<file path="config.mk">
export PLATFORM = sky130hd
export DESIGN_NAME = sync_root_counter_timer_top
export DESIGN_NICKNAME = d
export VERILOG_FILES = /design/src/rtl/srct_pkg.sv /design/src/rtl/sync_root_counter_timer_top.sv
export SDC_FILE = /design/constraint.sdc
export NUM_CORES = 1
export LEC_CHECK = 0
export BUFFER_PORTS_ARGS = -buffer_cell sky130_fd_sc_hd__buf_2
export CORE_MARGIN = 2
export CORE_UTILIZATION = 55
export CTS_CLUSTER_SIZE = 40
export DETAILED_ROUTE_END_ITERATION = 10
export PLACE_DENSITY = 0.77
export SETUP_SLACK_MARGIN = 0.3
export SLEW_MARGIN = 20
export SYNTH_ARGS = -nofsm -noshare
export SYNTH_HDL_FRONTEND = slang
export SYNTH_SLANG_ARGS = --single-unit
export TNS_END_PERCENT = 50
</file>
<file path="constraint.sdc">
create_clock -name clk -period 6.15 [get_ports clk]
set_input_delay 0.615 -clock clk [delete_from_list [all_inputs] [get_ports clk]]
set_output_delay 0.615 -clock clk [all_outputs]
set_load 0.02 [all_outputs]
</file>
<file path="src/rtl/srct_pkg.sv">
// ============================================================================
// srct_pkg: shared definitions for the sync root counter timer
// Command codes, the mode register layout and the packing of the stream words.
// ============================================================================
`default_nettype none

package srct_pkg;

  // Command carried in the input tuser.
  typedef enum logic [1:0] {
    CMD_TICK  = 2'd0,
    CMD_WRITE = 2'd1,
    CMD_READ  = 2'd2,
    CMD_NONE  = 2'd3
  } cmd_t;

  // Blank synchronization modes.
  typedef enum logic [1:0] {
    SYNC_PAUSE  = 2'd0,
    SYNC_RESET  = 2'd1,
    SYNC_WINDOW = 2'd2,
    SYNC_FREE   = 2'd3
  } sync_mode_t;

  // Mode register, most significant field first (bit 0 is sync_enable).
  typedef struct packed {
    logic [1:0] clock_select;
    logic       pulse_flag;
    logic       repeat_flag;
    logic       max_irq_enable;
    logic       target_irq_enable;
    logic       wrap_at_target;
    sync_mode_t sync_mode;
    logic       sync_enable;
  } mode_t;

  localparam int unsigned TIMER_ID_DEFAULT = 0;
  localparam int unsigned TIMER_SYSCLK     = 2;

  localparam int unsigned COUNT_W     = 16;
  localparam int unsigned MODE_W      = 10;
  localparam int unsigned READ_W      = 13;
  localparam logic [COUNT_W-1:0] COUNT_MAX = 16'hFFFF;

  // Input word: blank at bit 0, mode_data above it, padded to two bytes.
  localparam int unsigned S_DATA_W = 16;
  localparam int unsigned S_USER_W = 2;

  // Output word: read_data, count, irq_request, irq_bit, padded to four bytes.
  localparam int unsigned M_DATA_W     = 32;
  localparam int unsigned OUT_COUNT_LO = READ_W;
  localparam int unsigned OUT_REQ_BIT  = READ_W + COUNT_W;
  localparam int unsigned OUT_IRQ_BIT  = OUT_REQ_BIT + 1;

endpackage

`default_nettype wire

</file>
<file path="src/rtl/sync_root_counter_timer_top.sv">
// ============================================================================
// sync_root_counter_timer_top: 16-bit root counter with mode and target
// A counter that ticks, wraps at its target or at its maximum, follows blank
// sync rules and reports mode and status on a read.
// ============================================================================
//
// Channel   Direction  Signals                           Contents
// --------  ---------  --------------------------------  ----------------------------
// s_*       in         s_tvalid s_tready s_tdata s_tuser  one tick, mode write or read
// m_*       out        m_tvalid m_tready m_tdata          one result per input word
// cfg_*     in         cfg_valid cfg_ready cfg_data       counter target value
//
// Each word passes from the input register into the output register, so a word
// can be accepted every cycle while the output is not stalled. The rate is set by
// the single counter update path (16-bit compares and increment) between the input
// register and the state registers. A result that is not taken holds the output
// register; the input register then keeps its word and s_tready drops until the
// result leaves. Synchronous reset loads the documented state values and empties
// both stages. The target register is always ready; the user must write it only
// while the block is idle. The block itself does not enforce this.
`default_nettype none

module sync_root_counter_timer_top #(
  parameter int unsigned TIMER_ID = srct_pkg::TIMER_ID_DEFAULT
) (
  input  wire logic                          clk,
  input  wire logic                          rst,
  // Input stream.
  input  wire logic                          s_tvalid,
  output      logic                          s_tready,
  // s_tdata: [0] blank, [10:1] mode_data, [15:11] zero
  input  wire logic [srct_pkg::S_DATA_W-1:0] s_tdata,
  // s_tuser: [1:0] cmd
  input  wire logic [srct_pkg::S_USER_W-1:0] s_tuser,
  // Output stream.
  output      logic                          m_tvalid,
  input  wire logic                          m_tready,
  // m_tdata: [12:0] read_data, [28:13] count, [29] irq_request, [30] irq_bit,
  //          [31] zero
  output      logic [srct_pkg::M_DATA_W-1:0] m_tdata,
  // Target register write.
  input  wire logic                          cfg_valid,
  output      logic                          cfg_ready,
  input  wire logic [srct_pkg::COUNT_W-1:0]  cfg_data
);

  // Input register.
  logic                            in_valid;
  srct_pkg::cmd_t                  in_cmd;
  logic                            in_blank;
  logic [srct_pkg::MODE_W-1:0]     in_mode_data;

  // Output register.
  logic                            out_valid;
  logic [srct_pkg::READ_W-1:0]     out_read_data;
  logic [srct_pkg::COUNT_W-1:0]    out_count;
  logic                            out_irq_request;
  logic                            out_irq_bit;

  // Timer state.
  logic [srct_pkg::COUNT_W-1:0]    target;
  logic [srct_pkg::COUNT_W-1:0]    counter;
  srct_pkg::mode_t                 mode;
  logic                            irq_status;
  logic                            hit_target;
  logic                            hit_max;
  logic                            inside_blank;

  // Next values.
  logic [srct_pkg::COUNT_W-1:0]    counter_next;
  srct_pkg::mode_t                 mode_next;
  logic                            irq_status_next;
  logic                            hit_target_next;
  logic                            hit_max_next;
  logic                            inside_blank_next;
  logic [srct_pkg::READ_W-1:0]     read_data_next;
  logic                            irq_request_next;

  logic                            step;
  logic                            advance;

  // The input word moves on whenever the output register is free or emptying.
  assign step      = in_valid && (!out_valid || m_tready);
  assign s_tready  = !in_valid || step;
  assign cfg_ready = 1'b1;

  assign m_tvalid = out_valid;
  assign m_tdata  = {1'b0, out_irq_bit, out_irq_request, out_count, out_read_data};

  // Per command: for a tick, sync rules decide whether it counts, then the wrap logic runs.
  always_comb begin
    counter_next      = counter;
    mode_next         = mode;
    irq_status_next   = irq_status;
    hit_target_next   = hit_target;
    hit_max_next      = hit_max;
    inside_blank_next = inside_blank;
    read_data_next    = '0;
    irq_request_next  = 1'b0;
    advance           = 1'b0;

    case (in_cmd)
      srct_pkg::CMD_TICK: begin
        if (!mode.sync_enable) begin
          advance = 1'b1;
        end else if (TIMER_ID == srct_pkg::TIMER_SYSCLK) begin
          // The third timer only counts in the two blank-reset modes.
          advance = (mode.sync_mode == srct_pkg::SYNC_RESET) ||
                    (mode.sync_mode == srct_pkg::SYNC_WINDOW);
        end else begin
          case (mode.sync_mode)
            srct_pkg::SYNC_PAUSE: begin
              advance = !in_blank;
            end
            srct_pkg::SYNC_RESET, srct_pkg::SYNC_WINDOW: begin
              if (in_blank && !inside_blank) begin
                // Entering blank clears the count and takes no step.
                inside_blank_next = 1'b1;
                counter_next      = '0;
              end else if (in_blank) begin
                advance = 1'b1;
              end else begin
                inside_blank_next = 1'b0;
                advance           = (mode.sync_mode == srct_pkg::SYNC_RESET);
              end
            end
            srct_pkg::SYNC_FREE: begin
              // Wait for blank, then drop to free run without counting.
              if (in_blank) begin
                mode_next.sync_enable = 1'b0;
              end
            end
            default: begin
              advance = 1'b0;
            end
          endcase
        end

        if (advance) begin
          if (mode.wrap_at_target) begin
            if (counter == target) begin
              counter_next    = '0;
              hit_target_next = 1'b1;
              if (mode.target_irq_enable) begin
                irq_status_next  = 1'b0;
                irq_request_next = 1'b1;
              end
            end else begin
              counter_next = counter + 1'b1;
            end
          end else begin
            if (counter == srct_pkg::COUNT_MAX) begin
              counter_next = '0;
              hit_max_next = 1'b1;
              if (mode.max_irq_enable) begin
                irq_status_next  = 1'b0;
                irq_request_next = 1'b1;
              end
            end else begin
              counter_next = counter + 1'b1;
            end
          end
        end
      end
      srct_pkg::CMD_WRITE: begin
        mode_next       = srct_pkg::mode_t'(in_mode_data);
        counter_next    = '0;
        irq_status_next = 1'b1;
      end
      srct_pkg::CMD_READ: begin
        // Status is reported before the read clears the wrap flags.
        read_data_next  = {hit_max, hit_target, irq_status, mode};
        hit_target_next = 1'b0;
        hit_max_next    = 1'b0;
      end
      default: begin
        read_data_next = '0;
      end
    endcase
  end

  // Control and state registers.
  always_ff @(posedge clk) begin
    if (rst) begin
      in_valid     <= 1'b0;
      out_valid    <= 1'b0;
      target       <= '0;
      counter      <= '0;
      mode         <= '0;
      irq_status   <= 1'b1;
      hit_target   <= 1'b0;
      hit_max      <= 1'b0;
      inside_blank <= 1'b0;
    end else begin
      if (s_tready) begin
        in_valid <= s_tvalid;
      end
      if (step) begin
        out_valid <= 1'b1;
      end else if (m_tready) begin
        out_valid <= 1'b0;
      end
      if (cfg_valid && cfg_ready) begin
        target <= cfg_data;
      end
      if (step) begin
        counter      <= counter_next;
        mode         <= mode_next;
        irq_status   <= irq_status_next;
        hit_target   <= hit_target_next;
        hit_max      <= hit_max_next;
        inside_blank <= inside_blank_next;
      end
    end
  end

  // Payload registers.
  always_ff @(posedge clk) begin
    if (s_tready && s_tvalid) begin
      in_cmd       <= srct_pkg::cmd_t'(s_tuser);
      in_blank     <= s_tdata[0];
      in_mode_data <= s_tdata[srct_pkg::MODE_W:1];
    end
    if (step) begin
      out_read_data   <= read_data_next;
      out_count       <= counter_next;
      out_irq_request <= irq_request_next;
      out_irq_bit     <= irq_status_next;
    end
  end

endmodule

`default_nettype wire

</file>
# ---- Word level (Yosys, flattened, before mapping)
# Index checks and enable logic that the tools add are counted.
dict set report totals {
  latchBits 0
  word_cells 99
  mem_bits_ro 0
  ram_bits 0
  input_bits 39
  ff_bits 92
  out_inout_bits 35
  memories 0
}
dict set report classes {
  reduce_logical 21
  div_mod_pow 0
  n_mux 41
  magnitude_cmp 0
  mul 0
  eq_ne 13
  shifts 0
  addsub 1
  bitwise_logic 0
}
# cell n
set op_table {}
lappend op_table {{$mux W16} 7}
lappend op_table {{$pmux W16 S2} 1}
lappend op_table {{$mux W1} 28}
lappend op_table {{$add A16 B1 Y16 const B} 1}
lappend op_table {{$eq A16 B16 Y1} 1}
lappend op_table {{$eq A16 B16 Y1 const B} 1}
lappend op_table {{$reduce_and A5 Y1} 3}
lappend op_table {{$ne A2 B2 Y1 const B} 5}
lappend op_table {{$pmux W1 S2} 5}
lappend op_table {{$eq A2 B2 Y1 const B} 3}
lappend op_table {{$reduce_and A2 Y1} 3}
lappend op_table {{$reduce_bool A2 Y1} 3}
lappend op_table {{$eq A2 B1 Y1 const B} 2}
lappend op_table {{$logic_not A1 Y1} 4}
lappend op_table {{$logic_not A2 Y1} 2}
lappend op_table {{$logic_and A1 B1 Y1} 3}
lappend op_table {{$logic_or A1 B1 Y1} 2}
lappend op_table {{$ne A2 B1 Y1 const B} 1}
lappend op_table {{$reduce_or A2 Y1} 1}

# ---- Logic depth before layout (Yosys ltp)
dict set report logic_depth {
  ltp_word 8
  mapped_depth 9
  depth_no_buf 8
}

# ---- Worst setup path before layout
# OpenSTA, ideal clock, no wires.
dict set report synth_timing {
  path_kind {in2reg}
  startpoint {in m_tready}
  endpoint {reg inside_blank}
  path_stages 8
  path_buffers 1
  required_ps 6022
  slack_ps 3715
  setup_time_ps 128
  arrival_ps 2307
  cell_sequence {nor2b_1 nand2b_1 clkbuf_1 inv_1 nand2_1 nor3_1 mux2i_1 nor2_1}
}
dict set report synth_via {
  elab_chain_cells 3
}
# item line
set synth_rtl {}
lappend synth_rtl {{start, declared} sync_root_counter_timer_top.sv:37} ;# input wire logic m_tready,
lappend synth_rtl {{$logic_or A1 B1 Y1} sync_root_counter_timer_top.sv:83} ;# assign step = in_valid && (!out_valid || m_tready);
lappend synth_rtl {{$logic_and A1 B1 Y1} sync_root_counter_timer_top.sv:83}
lappend synth_rtl {{net step} sync_root_counter_timer_top.sv:79} ;# logic step;
lappend synth_rtl {{$reduce_and A5 Y1 (no line)} -}
lappend synth_rtl {{end signal, assigned} sync_root_counter_timer_top.sv:212} ;# inside_blank <= inside_blank_next;
lappend synth_rtl {{end, declared} sync_root_counter_timer_top.sv:67} ;# logic inside_blank;
# The timed path passes the listed nets, and every way through them passes these cells.
# A chain may end at the register's enable or synchronous reset.

# ---- Worst setup path in the final report
dict set report layout_timing {
  startpoint {reg mode[1] (netlist bit)}
  endpoint {reg out_count[8] (netlist bit), data pin}
}
dict set report layout_via {
  elab_chain_cells 8
  elab_cells_between_ends 13
  cone_classes {2 x eq/ne; 9 x mux; 2 x reduce/logical}
}
# item line
set layout_rtl {}
lappend layout_rtl {{start, declared} sync_root_counter_timer_top.sv:63} ;# srct_pkg::mode_t mode;
lappend layout_rtl {{start signal, assigned} sync_root_counter_timer_top.sv:208} ;# mode <= mode_next;
lappend layout_rtl {{$eq A2 B1 Y1} {sync_root_counter_timer_top.sv:111, sync_root_counter_timer_top.sv:124}}
lappend layout_rtl {{$mux W1} sync_root_counter_timer_top.sv:120} ;# end else if (in_blank) begin
lappend layout_rtl {{$mux W1} sync_root_counter_timer_top.sv:116} ;# if (in_blank && !inside_blank) begin
lappend layout_rtl {{$pmux W1 S2} sync_root_counter_timer_top.sv:111} ;# case (mode.sync_mode)
lappend layout_rtl {{$mux W1} sync_root_counter_timer_top.sv:104} ;# if (!mode.sync_enable) begin
lappend layout_rtl {{$mux W1} sync_root_counter_timer_top.sv:102} ;# case (in_cmd)
lappend layout_rtl {{$mux W16 (*)} sync_root_counter_timer_top.sv:139} ;# if (advance) begin
lappend layout_rtl {{$pmux W16 S2 (*)} sync_root_counter_timer_top.sv:102}
lappend layout_rtl {{net counter_next, one bit} sync_root_counter_timer_top.sv:70} ;# logic [srct_pkg::COUNT_W-1:0] counter_next;
lappend layout_rtl {{end signal, assigned} sync_root_counter_timer_top.sv:226} ;# out_count <= counter_next;
lappend layout_rtl {{end, declared} sync_root_counter_timer_top.sv:56} ;# logic [srct_pkg::COUNT_W-1:0] out_count;
# The timed path passes the listed nets; every way through them passes the cells marked *. The select of a mux whose other input is x is not followed.

==> summary.md <==
| Metric | Value |
|---|---|
| Top-area cell type share of the netlist area | `0.306` |
| Vias per Instance | `5.63` |
| Cell variety after synth | `51` |
| Cell area after synthesis | `4310 µm²` |
| VDD IR-drop max | `0.000152 V` |
| Most frequent cells after synthesis | `57 x nand2_1, 48 x dfxtp_1, 44 x edfxtp_1, 41 x nor2_1` |
| Io pins | `74` |
| Post-Syn Instances | `431` |
| Final Instance Count excl. Fillers | `587` |
| CTS Buf Count | `9` |
| GRT overflow | `0` |
| Worst-Margin Slew | `945 ps` |
| Mapped Avg Cell Area | `10.0 µm²` |
| Vias in the first global route | `2,979` |
| Worst Hold Class | `input port to register` |
| DRT Wirelength | `8780 µm` |
| Area growth syn-to-layout | `12.1%` |
| Core area | `7650 µm²` |
| Ranking of synthesized cells by area | `edfxtp_1 31%, dfxtp_1 22%, nand2_1 5.0%, mux2i_1 4.4%, nor2_1 3.6%` |
| Count leader, synth | `nand2_1` |
| Chip height | `92.5 µm` |
| Register area share after synthesis | `0.529` |
| Top_reg_cell synth | `dfxtp_1` |
| Initial DRT Pass Iterations | `5` |
| CTS resizes | `0` |
| Number of port buffers | `66` |
| Req. time, crit path | `6290 ps` |
| DR WL/cell | `15.0 µm` |
| Max cap viols | `0` |
| Initial Util | `0.564` |
| Post-synthesis cell type with the largest combined area | `edfxtp_1` |
| Final setup vio count | `0` |
| GR peak layer | `met2` |
| Crit path capture type | `register` |
| Htree depth | `3` |
| Met1 Track Usage GR | `0.293` |
| FMAX | `353 MHz` |
| Worst-path clk slew | `90 ps` |
| Clock buffer depth | `2` |
| Pwr/cell area | `242 nW/µm²` |
| Overall Global Routing Usage | `0.212` |
| Post-CTS Setup Bufs | `0` |
| Hpwl dp | `6040 µm` |
| Num rows | `32` |
| Tcrit/Tclk final | `0.461` |
| Clock sink total | `92` |
| Ys Warns | `0` |
| Met2 Usage GRT | `0.330` |
| Initial DRC count | `288` |
| CP Max Fanout | `19` |
| Die area | `8560 µm²` |
| First-pass GRT wire length | `14,200 µm` |
| Final Max Slew Viols | `0` |
| Fin crit period | `2840 ps` |
| Nets | `524` |
| Crit start category | `register` |
| Grt met3 use | `0.0448` |
| # DRC | `0` |
| WS Path Type | `register to register` |
| Final-report hold violation count | `0` |
| GPL Wtd Cong | `0.863` |
| Number of synthesized flops with an enable pin | `44` |
| Status | `finished, final reports clean` |
| ANT cells | `0` |
| Root buffer cell | `clkbuf_8` |
| Net Count, Synth | `475` |
| Worst slew margin | `0.370` |
| Worst setup margin | `3310 ps` |
| CTS tree | `yes` |
| Hold Buf Count CTS | `0` |
| #FFs+latches synth | `92` |
| Die X | `92.5 µm` |
| Initial antenna violation count | `0` |
| Largest net degree at the start of global routing | `52` |
| Synth async-reset ratio | `0` |
| CP arrival | `2980 ps` |
| Via count | `3,305` |
| Worst-skew pair later-pin latency | `360 ps` |
| Layout cells sized above 1 | `0.202` |
| # placed instances | `570` |
| P_leak | `0.00178 µW` |
| Setup TNS | `0 ps` |
| Post-place setup slack | `3120 ps` |
| RSZ-0062 raised after global routing | `false` |
| Clk_skew | `10.5 ps` |
| Power Total | `1170 µW` |
| Final core area utilization | `0.632` |
| Final antenna-violating net count | `0` |
-- state kept, by name, summed over array words and instances, names as in the netlist --
register / cells
m_tvalid: 1
out_irq_request: 1
in_valid: 1
counter: 16
hit_max: 1
hit_target: 1
target: 16
out_read_data: 13
in_cmd: 2
in_blank: 1
out_count: 16
out_irq_bit: 1
irq_status: 1
inside_blank: 1
mode: 10
in_mode_data: 10
-- routing by layer --
layer  share of wire  up-vias
met5               0        -
met1            0.45     1516
li1                -     1632
met2            0.46      146
met4           0.015        0
met3           0.071       11
-- worst max-delay path: stages (launching register included) --
cell      delay, ps
dfxtp_1         410
inv_1            90
ha_1            300
inv_1            60
o311ai_4        390
nand2_1         230
nor2_4          410
nand2_2         290
o31ai_1         430
-- where the power goes --
part,switching (µW),internal [µW],total (µW)
sequential,11.3,662,673
clock,214,190,404
combinational,59.0,33.4,92.4
-- final cells by class --
| type | count | area (µm²) |
|---|---|---|
| fill | 631 | 2810 |
| sequential | 92 | 2280 |
| multi-input combinational | 297 | 1820 |
| timing repair buffer | 70 | 368 |
| tap | 102 | 128 |
| clock buffer | 9 | 124 |
| clock inverter | 7 | 76.3 |
| inverter | 10 | 37.5 |
-- kinds of logic after synthesis --
logic type,count (synthesis),share of synthesized area
xor gates and xnor gates,17,0.0345
DFF,92,0.529
adders and majority gates,5,0.0145
buffers and inverters,42,0.0488
muxes,19,0.0441
and+or+nand+nor,186,0.223
AOI/OAI and AO/OA,68,0.104
other,2,0.00174
-- worst paths after layout --
path	end	from	slack [ps]	cells past startpoint
min reg2reg	mode[9]$_SDFFE_PP0P_	mode[9]$_SDFFE_PP0P_	460	2
max reg2reg	out_count[8]$_DFFE_PP_	mode[1]$_SDFFE_PP0P_	3310	8
min	in_mode_data[3]$_DFFE_PP_	s_tdata[4]	420	1
max	out_count[8]$_DFFE_PP_	mode[1]$_SDFFE_PP0P_	3310	8
-- metrics by stage --
| step | hold slack, ps | instance area (µm²) |
|---|---|---|
| after global routing | 403 | 4830 |
| after floorplan | 432 | 4310 |
| final | 425 | 4830 |
| after CTS | 410 | 4820 |
| after detailed placement | 452 | 4620 |
| after global placement | 441 | 4620 |
-- cells in the final DEF (no fill, tap or decap), types with 2 or more instances in the layout --
cell      Yosys  final
nor2b_1       3      3
o21ai_1       2      2
a21oi_1      19     19
edfxtp_1     44     44
and2_1       14     14
xor2_1        8      8
nand3b_1      4      4
nand4b_1      6      6
o211ai_1      4      4
nand4_1      15     15
nor4b_1       3      3
inv_1        10     10
a32oi_1       5      5
and3_1        2      2
ha_1          5      5
o31ai_1       6      6
o311ai_0      2      2
nand2b_1      5      5
dfxtp_1      48     48
or3_1         2      2
or2_2         4      4
nor4_1        2      2
o21ai_0       9      9
buf_2         6     66
clkinv_4      0      3
clkbuf_8      0      9
nand3_1      14     14
mux2i_1      19     19
buf_4         6      3
conb_1        2      2
nor3_1        4      4
o22ai_1       2      2
a31oi_1      15     15
xnor2_1       9      9
nand2_1      57     57
nor2_1       41     41
(Power assumes the default switching activity.)
